$ cat config.mk
export PLATFORM = sky130hd
export DESIGN_NAME = fcl_ctrl
export DESIGN_NICKNAME = d
export VERILOG_FILES = /design/src/rtl/fully_connected_layer_defines.svh /design/src/rtl/fcl_pkg.sv /design/src/rtl/fcl_ctrl.sv
export SDC_FILE = /design/constraint.sdc
export NUM_CORES = 1
export LEC_CHECK = 0
export BUFFER_PORTS_ARGS = -buffer_cell sky130_fd_sc_hd__buf_2
export CAP_MARGIN = 20
export CELL_PAD_IN_SITES_DETAIL_PLACEMENT = 1
export CELL_PAD_IN_SITES_GLOBAL_PLACEMENT = 1
export CORE_AREA = 3 3 61 77
export CTS_BUF_LIST = sky130_fd_sc_hd__clkbuf_4
export CTS_CLUSTER_DIAMETER = 60
export DETAILED_ROUTE_END_ITERATION = 12
export DIE_AREA = 0 0 64 80
export GPL_TIMING_DRIVEN = 0
export MAX_ROUTING_LAYER = met4
export PLACE_DENSITY = 0.91
export REMOVE_ABC_BUFFERS = 1
export SLEW_MARGIN = 20
export SYNTH_ARGS = -nofsm -noshare
export SYNTH_HDL_FRONTEND = slang
export SYNTH_SLANG_ARGS = --single-unit
$ cat constraint.sdc
create_clock -name clk_i -period 2.8 [get_ports clk_i]
set_input_delay 0.42 -clock clk_i [delete_from_list [all_inputs] [get_ports clk_i]]
set_output_delay 0.42 -clock clk_i [all_outputs]
set_load 0.02 [all_outputs]
$ cat src/rtl/fully_connected_layer_defines.svh
// assertion macros for the fully connected layer
// expects clk_i and rst_ni in the scope of the including module
`ifndef FULLY_CONNECTED_LAYER_DEFINES_SVH
`define FULLY_CONNECTED_LAYER_DEFINES_SVH

// antecedent implies consequent in the same cycle
`define FCL_ASSERT_SAME(label, ante, cons, msg) \
  label: assert property (@(posedge clk_i) disable iff (!rst_ni) (ante) |-> (cons)) \
    else $error(msg);

// antecedent implies consequent in the cycle after
`define FCL_ASSERT_NEXT(label, ante, cons, msg) \
  label: assert property (@(posedge clk_i) disable iff (!rst_ni) (ante) |=> (cons)) \
    else $error(msg);

`endif

$ cat src/rtl/fcl_pkg.sv
// shared types, constants and helpers for the fully connected layer
// no dependencies; imported by every rtl module of the block
package fcl_pkg;

  localparam int MAX_IN  = 64;
  localparam int MAX_OUT = 64;

  localparam int COL_W   = $clog2(MAX_IN);
  localparam int ROW_W   = $clog2(MAX_OUT);
  localparam int WADDR_W = $clog2(MAX_IN * MAX_OUT);
  localparam int CNT_W   = 7;
  localparam int SV_W    = 16;
  localparam int BIAS_W  = 32;
  localparam int PROD_W  = 2 * SV_W;
  localparam int ACC_W   = 48;
  localparam int FRAC_W  = 12;

  typedef enum logic [1:0] {
    FUNC_WEIGHT  = 2'd0,
    FUNC_BIAS    = 2'd1,
    FUNC_FEATURE = 2'd2
  } func_e;

  typedef enum logic {
    CFG_IN_COUNT  = 1'b0,
    CFG_OUT_COUNT = 1'b1
  } cfg_reg_e;

  typedef enum logic [2:0] {
    ST_IDLE,
    ST_MAC,
    ST_DRAIN,
    ST_OUT_RD,
    ST_OUT_CALC,
    ST_OUT_WAIT
  } fcl_state_e;

  // commands from the controller to the datapath
  typedef struct packed {
    logic             ld_weight;
    logic             ld_bias;
    logic             feat_latch;
    logic             mac_issue;
    logic             out_load;
    logic             out_last;
    logic             acc_clear;
    logic [ROW_W-1:0] row;
    logic [COL_W-1:0] col;
  } fcl_cmd_t;

  // zero reads as one, anything above the limit reads as the limit
  function automatic logic [CNT_W-1:0] clamp_cnt(input logic [CNT_W-1:0] v,
                                                 input logic [CNT_W-1:0] hi);
    logic [CNT_W-1:0] r;
    if (v == '0) begin
      r = CNT_W'(1);
    end else if (v > hi) begin
      r = hi;
    end else begin
      r = v;
    end
    return r;
  endfunction

endpackage

$ cat src/rtl/fcl_ctrl.sv
// controller of the fully connected layer: item sequencing, row and feature counters
// depends on fcl_pkg
module fcl_ctrl (
  input  logic                       clk_i,
  input  logic                       rst_ni,
  input  logic                       in_valid_i,
  input  logic [1:0]                 func_i,
  output logic                       in_stall_o,
  output logic                       out_valid_o,
  input  logic                       out_stall_i,
  input  logic [fcl_pkg::CNT_W-1:0]  n_in_i,
  input  logic [fcl_pkg::CNT_W-1:0]  n_out_i,
  input  logic                       pipe_busy_i,
  output fcl_pkg::fcl_cmd_t          cmd_o
);
  import fcl_pkg::*;

  fcl_state_e       state_q, state_d;
  logic [ROW_W-1:0] row_q, row_d;
  logic [COL_W-1:0] fcnt_q, fcnt_d;
  logic [COL_W-1:0] col_q, col_d;
  logic             vec_end_q, vec_end_d;

  logic             in_acc;
  logic             row_last;
  logic             feat_end;

  assign in_acc   = in_valid_i && (state_q == ST_IDLE);
  assign row_last = (CNT_W'(row_q) == n_out_i - CNT_W'(1));
  assign feat_end = (CNT_W'(fcnt_q) + CNT_W'(1) >= n_in_i);

  always_ff @(posedge clk_i or negedge rst_ni) begin
    if (!rst_ni) begin
      state_q   <= ST_IDLE;
      row_q     <= '0;
      fcnt_q    <= '0;
      col_q     <= '0;
      vec_end_q <= 1'b0;
    end else begin
      state_q   <= state_d;
      row_q     <= row_d;
      fcnt_q    <= fcnt_d;
      col_q     <= col_d;
      vec_end_q <= vec_end_d;
    end
  end

  // next state
  always_comb begin
    state_d   = state_q;
    row_d     = row_q;
    fcnt_d    = fcnt_q;
    col_d     = col_q;
    vec_end_d = vec_end_q;
    case (state_q)
      ST_IDLE: begin
        if (in_acc && (func_i == FUNC_FEATURE)) begin
          col_d     = fcnt_q;
          vec_end_d = feat_end;
          fcnt_d    = feat_end ? '0 : fcnt_q + COL_W'(1);
          row_d     = '0;
          state_d   = ST_MAC;
        end
      end
      ST_MAC: begin
        if (row_last) begin
          row_d   = '0;
          state_d = ST_DRAIN;
        end else begin
          row_d = row_q + ROW_W'(1);
        end
      end
      ST_DRAIN: begin
        if (!pipe_busy_i) begin
          state_d = vec_end_q ? ST_OUT_RD : ST_IDLE;
        end
      end
      ST_OUT_RD: begin
        state_d = ST_OUT_CALC;
      end
      ST_OUT_CALC: begin
        state_d = ST_OUT_WAIT;
      end
      ST_OUT_WAIT: begin
        if (!out_stall_i) begin
          if (row_last) begin
            row_d   = '0;
            state_d = ST_IDLE;
          end else begin
            row_d   = row_q + ROW_W'(1);
            state_d = ST_OUT_RD;
          end
        end
      end
      default: begin
        state_d = ST_IDLE;
      end
    endcase
  end

  // outputs
  always_comb begin
    cmd_o       = '0;
    cmd_o.row   = row_q;
    cmd_o.col   = col_q;
    in_stall_o  = (state_q != ST_IDLE);
    out_valid_o = (state_q == ST_OUT_WAIT);
    case (state_q)
      ST_IDLE: begin
        if (in_acc) begin
          case (func_i)
            FUNC_WEIGHT:  cmd_o.ld_weight  = 1'b1;
            FUNC_BIAS:    cmd_o.ld_bias    = 1'b1;
            FUNC_FEATURE: cmd_o.feat_latch = 1'b1;
            default: ;
          endcase
        end
      end
      ST_MAC: begin
        cmd_o.mac_issue = 1'b1;
      end
      ST_OUT_CALC: begin
        cmd_o.out_load = 1'b1;
        cmd_o.out_last = row_last;
      end
      ST_OUT_WAIT: begin
        cmd_o.acc_clear = !out_stall_i && row_last;
      end
      default: ;
    endcase
  end

endmodule

==> results.json, run 1 <==
{
  "grt_pass1_vias": 1599,
  "synthSimpleGateAreaFrac_pct": 28.3,
  "syn_area_per_cell_um2": 8.17,
  "regArea_um2": 551,
  "dieArea_um2": 5120,
  "synth_top_family_by_area": "simple AND/OR/NAND/NOR gates",
  "htreeDepth": 1,
  "slew_headroom_pct": 65.0,
  "final_cells": 287,
  "swShare_pct": 47.5,
  "clock_power_share_pct": 9.6,
  "cp-start-kind": "input port",
  "fin_area_um2": 1860,
  "p_seq_share_pct": 39.6,
  "drc": 0,
  "synth-edff-count": 0,
  "multi_input_area_um2": 963,
  "r2r_slack_ps": 390,
  "critPathKind": "in -> out",
  "fillers": 529,
  "start_util_pct": 39.2,
  "cts_sinks": 22,
  "port_buffers": 41,
  "maxCapViolCount": 0,
  "setup_viol": 0,
  "path_cells": "buf_2, or4_4, o21ai_1, a21oi_2, nor3_4, and3_2, buf_2",
  "tightest_slew_ps": 526,
  "total_power_mw": 1.44,
  "end_kind": "output port",
  "path_max_fanout": 11,
  "finalClockSkew_ps": 2.16,
  "first_pass_iters": 4,
  "ctsHoldBuffers": 0,
  "cts.clk_slew.worst_paths_ps": 110,
  "core-area_um2": 4070,
  "dp_hpwl_um": 3070,
  "comb_power_share_pct": 50.9,
  "synth.area.mux_share_pct": 0,
  "setup_tns_ps": 0,
  "cts_tree": "yes",
  "grt-ovfl-total": 0,
  "drive_above_1_share_pct": 24.7,
  "drt_iter0_markers": 31,
  "worst_r2r_path_depth": 9,
  "synth_commonest_cells": "nand2_1, dfrtp_1, o21ai_0",
  "async_flop_share_pct": 100,
  "postPlaceCellArea_um2": 1830,
  "rsz0062_at_grt": "false",
  "crit_slowest_cell": "or4_4",
  "synth.largest_area_cell": "dfrtp_1",
  "yosysWarningCount": 0,
  "synth_ff_type": "dfrtp_1",
  "grt.total_usage_pct": 17.1,
  "synth_cell_types": 48,
  "synthXorXnorAreaFrac_pct": 4.95,
  "synth_area_leaders": "dfrtp_1, nand2_1, ha_1",
  "via_per_inst": 5.34,
  "hold_violations": 0,
  "dp.cells": 284,
  "hold_ws_ps": 83.7,
  "run_status": "complete, no violations",
  "cpMostUsedCell": "buf_2",
  "io_pins": 42,
  "route.vias.total": 1534,
  "required_ps": 2380,
  "fin_crit_ps": 2620,
  "switchingPower_mw": 0.686,
  "synth_most_common_cell": "nand2_1",
  "worstHoldPathType": "in -> async",
  "seq_area_frac_synth_pct": 34.6,
  "num_rows": 26,
  "n_antenna_cell": 0,
  "p_int_mw": 0.758,
  "route.antenna.remaining_nets": 0,
  "finalMaxSlewViolations": 0,
  "gp_congestion": 0.762,
  "timing.fmax_mhz": 381,
  "cts-root-buf": "clkbuf_4",
  "slowest_delay_ps": 540,
  "die_h_um": 80,
  "netlist.area_leader.share_pct": 34.6,
  "synth_seq_cells": 22,
  "syn_area_um2": 1590,
  "die_w_um": 64,
  "routedWlPerCell_um": 13.7,
  "arrival_ps": 2200,
  "cts_buffers": 3,
  "synthCells": 195,
  "grt_max_degree": 23,
  "power_per_cell_area_nw_per_um2": 778,
  "synthAdderAreaFrac_pct": 7.86,
  "r2r-end": "fcnt_q[0]$_DFFE_PN0P_",
  "leakage_nw": 0.946,
  "synth_compound_area_share_pct": 19.0,
  "fin_crit_sh_pct": 93.6,
  "peakVddDrop_mv": 0.317,
  "antenna_found_initial": 0,
  "clk_path_buf_depth": 2,
  "syn2layout_area_growth_pct": 16.6,
  "fin_nets": 264,
  "routed_wl_um": 3930,
  "grt_pass1_wl_um": 6930,
  "reg2reg_from": "fcnt_q[2]$_DFFE_PN0P_",
  "clock_latency_ps": 300
}
## metal layers
metal | GRT usage (%) | vias to the layer above | part of all wire, %
met5 | - | - | 0
met4 | 4.10 | 0 | 0.38
met3 | 1.27 | 2 | 3.3
met2 | 34.1 | 26 | 55
met1 | 17.7 | 745 | 41
li1 | - | 761 | -
## placed cells by master, fill, tap and decap left out, drive strengths merged, types with 2 or more instances in the layout
master	synthesis	layout
a2111oi	3	3
a211o	3	3
a211oi	2	2
a21o	2	2
a21oi	8	8
a22o	3	3
and2	2	2
and3	2	2
buf	3	41
clkbuf	5	3
dfrtp	22	22
ha	10	10
inv	12	12
nand2	43	43
nand2b	5	5
nand3	10	10
nand4	3	3
nor2	11	11
nor3	4	4
nor3b	2	2
o211ai	2	2
o21ai	12	12
or2	2	2
or3	2	2
xnor2	5	5
xor2	4	4
## kinds of logic (layout without fill, tap and decap cells)
family,count (synthesis),after routing
fa+ha+maj,10,10
flops,22,22
compound gates,44,44
buf+inv,20,56
xor+xnor,9,9
simple gates,90,90
## worst max path at each step
stage                     startpoint         to  slack [ps]  cells after the start
after detailed placement  n_out_i[1]  cmd_o[12]         -10                      7
after CTS                 n_out_i[1]  cmd_o[12]         170                      7
after global placement    n_out_i[1]  cmd_o[12]          20                      7
after floorplan           n_out_i[1]  cmd_o[12]         450                      5
final                     n_out_i[1]  cmd_o[12]         180                      7
after global routing      n_out_i[0]  cmd_o[12]          50                      7
## power groups by stage
stage / sequential (mW) / combinational [mW] / clock, mW
global placement: 0.574 / 0.716 / 0
detailed placement: 0.580 / 0.735 / 0
floorplan: 0.601 / 0.466 / 0
finish: 0.572 / 0.735 / 0.138
global route: 0.598 / 0.830 / 0.158
CTS: 0.573 / 0.745 / 0.149
## critical path: cells and delay by family
kind                   cells  cell delay [ps]
AND/OR/NAND/NOR            3             1220
AO/OA/AOI/OAI              2              290
buffers and inverters      2              280
## sequential cells by signal, summed over array words and instances, names as in the netlist
name / flops
fcnt_q: 6
col_q: 6
row_q: 6
state_q: 3
vec_end_q: 1
## timing repair
item                       4_1_cts  5_1_grt
resized for setup                1        0
setup buffers                    0        0
setup endpoints to repair        1        0
## stage by stage
| step | setup WS (ps) | util, % |
|---|---|---|
| after floorplan | 453 | - |
| after global placement | 21.5 | 45.0 |
| after detailed placement | -12.0 | 45.0 |
| after CTS | 170 | 45.7 |
| after global routing | 52.9 | 45.7 |
| final | 178 | 45.7 |
## cell type report
| type | count | area share (%) |
|---|---|---|
| repair buffers | 41 | 11.1 |
| clock buffers | 3 | 1.21 |
| multi-input cells | 153 | 51.9 |
| flip-flops and latches | 22 | 29.6 |
| inverters | 12 | 2.43 |
| well taps | 56 | 3.77 |
Power figures use the tool's default switching activity.
==> run 2: changes to the inputs <==
- CORE_AREA: 3 3 61 77 -> 2 2 60 76
- DIE_AREA: 0 0 64 80 -> 0 0 62 78
- SETUP_SLACK_MARGIN: unset -> 0.5
==> results.json, run 2 (synthesis results as in run 1) <==
{
  "run_status": "complete, no violations",
  "tightest_slew_ps": 508,
  "drt_iter0_markers": 25,
  "clk_path_buf_depth": 2,
  "rsz0062_at_grt": "true",
  "path_buf_inv": 0,
  "route.vias.total": 1622,
  "cts.clk_slew.worst_paths_ps": 120,
  "setup_tns_ps": 0,
  "n_antenna_cell": 0,
  "layout_common_cells": "nand2_1, buf_2, buf_4",
  "place_ws_ps": 7.17,
  "dieArea_um2": 4840,
  "peakVddDrop_mv": 0.348,
  "crit_start": "fcnt_q[2]$_DFFE_PN0P_",
  "path_max_fanout": 5,
  "grt-ovfl-total": 0,
  "leakage_nw": 1.04,
  "timing.fmax_mhz": 430,
  "path_cells": "nand3_1, nor2_2, xor2_1, ha_1, a21o_1, a21oi_1, o211ai_1, or2_2, o2bb2ai_1",
  "fillers": 518,
  "htreeDepth": 1,
  "routed_wl_um": 4700,
  "setup_viol": 0,
  "hold_violations": 0,
  "crit_slowest_cell": "dfrtp_2",
  "drc": 0,
  "cts_tree": "yes",
  "final_common_cell": "nand2_1",
  "globalRoute.busiestLayer": "met2",
  "finalMaxSlewViolations": 0,
  "gp_congestion": 0.816,
  "die_w_um": 62,
  "cts-root-buf": "clkbuf_4",
  "reg_top3": "col_q: 6 flops, fcnt_q: 6 flops, row_q: 6 flops",
  "grt_pass1_wl_um": 7300,
  "hold_ws_ps": 71.6,
  "port_buffers": 41,
  "fin_crit_ps": 2320,
  "grt_max_degree": 23,
  "finalWorstSetupSlack_ps": 476,
  "syn2layout_area_growth_pct": 32.0,
  "arrival_ps": 2530,
  "end_kind": "register",
  "finalClockSkew_ps": 2.65,
  "slowest_delay_ps": 430,
  "num_rows": 26,
  "grt_pass1_vias": 1610,
  "via_per_inst": 5.30,
  "route.antenna.remaining_nets": 0,
  "fin_nets": 283,
  "fin_crit_sh_pct": 83.0,
  "grt_util_met2_pct": 36.9,
  "drive_above_1_share_pct": 38.4,
  "grt.total_usage_pct": 19.7,
  "core-area_um2": 4070,
  "cp-start-kind": "register",
  "reg2reg_from": "fcnt_q[2]$_DFFE_PN0P_",
  "first_pass_iters": 4,
  "maxCapViolCount": 0,
  "critPathKind": "reg -> reg",
  "met3_usage_pct": 1.50,
  "crit_family": "compound AO/OA/AOI/OAI gates",
  "power_per_cell_area_nw_per_um2": 767,
  "antenna_found_initial": 0,
  "routedWlPerCell_um": 15.4,
  "start_util_pct": 39.2,
  "worstHoldPathType": "in -> async",
  "cts_sinks": 22,
  "r2r_slack_ps": 480,
  "clock_latency_ps": 300,
  "slew_headroom_pct": 66.1,
  "dp_hpwl_um": 3200,
  "required_ps": 3010,
  "cts_buffers": 3,
  "ctsHoldBuffers": 0,
  "die_h_um": 78,
  "io_pins": 42,
  "met1_usage_pct": 22.0
}
run 2: path summary, 6_finish.rpt:
path / endpoint / cells past startpoint
setup / recovery: fcnt_q[2]$_DFFE_PN0P_ / 9
setup reg to reg: fcnt_q[2]$_DFFE_PN0P_ / 9
hold reg to reg: col_q[5]$_DFFE_PN0P_ / 2
max in group asynchronous: row_q[1]$_DFFE_PN0P_ / 1
hold / removal: col_q[1]$_DFFE_PN0P_ / 1
min in group clk_i: state_q[1]$_DFFE_PN0P_ / 3
run 2: routing by layer:
layer  up-vias  routed length [µm]
met1       795                1820
li1        795                   -
met3         2                 113
met5         -                   0
met4         0                  25
met2        30                2750
run 2: power breakdown:
| part | internal, mW | total, mW | switching (mW) |
|---|---|---|---|
| logic | 0.386 | 0.911 | 0.525 |
| registers | 0.421 | 0.559 | 0.138 |
| clock network | 0.0500 | 0.142 | 0.0917 |
| total | 0.857 | 1.61 | 0.755 |
run 2: cell type report:
cell class / instances / area (µm²) / area share, %
Clock buffer: 3 / 22.5 / 1.07
Timing Repair Buffer: 60 / 377 / 17.9
Inverter: 12 / 52.6 / 2.50
Sequential cell: 22 / 562 / 26.7
Tap cell: 56 / 70.1 / 3.33
Multi-Input combinational cell: 153 / 1020 / 48.5
run 2: per-stage QoR:
step	instances	util, %	power, mW	cell area, µm²
floorplan	187	-	1.07	1550
global placement	284	45.0	1.29	1830
detailed placement	284	45.0	1.32	1830
CTS	296	49.1	1.54	2000
global route	306	51.7	1.76	2100
finish	306	51.7	1.61	2100
run 2: repair_timing:
action | CTS | global route
setup buffers | 9 | 10
gates resized for setup | 29 | 9
endpoints found under the setup margin | 7 | 7
pin swaps | 8 | 7
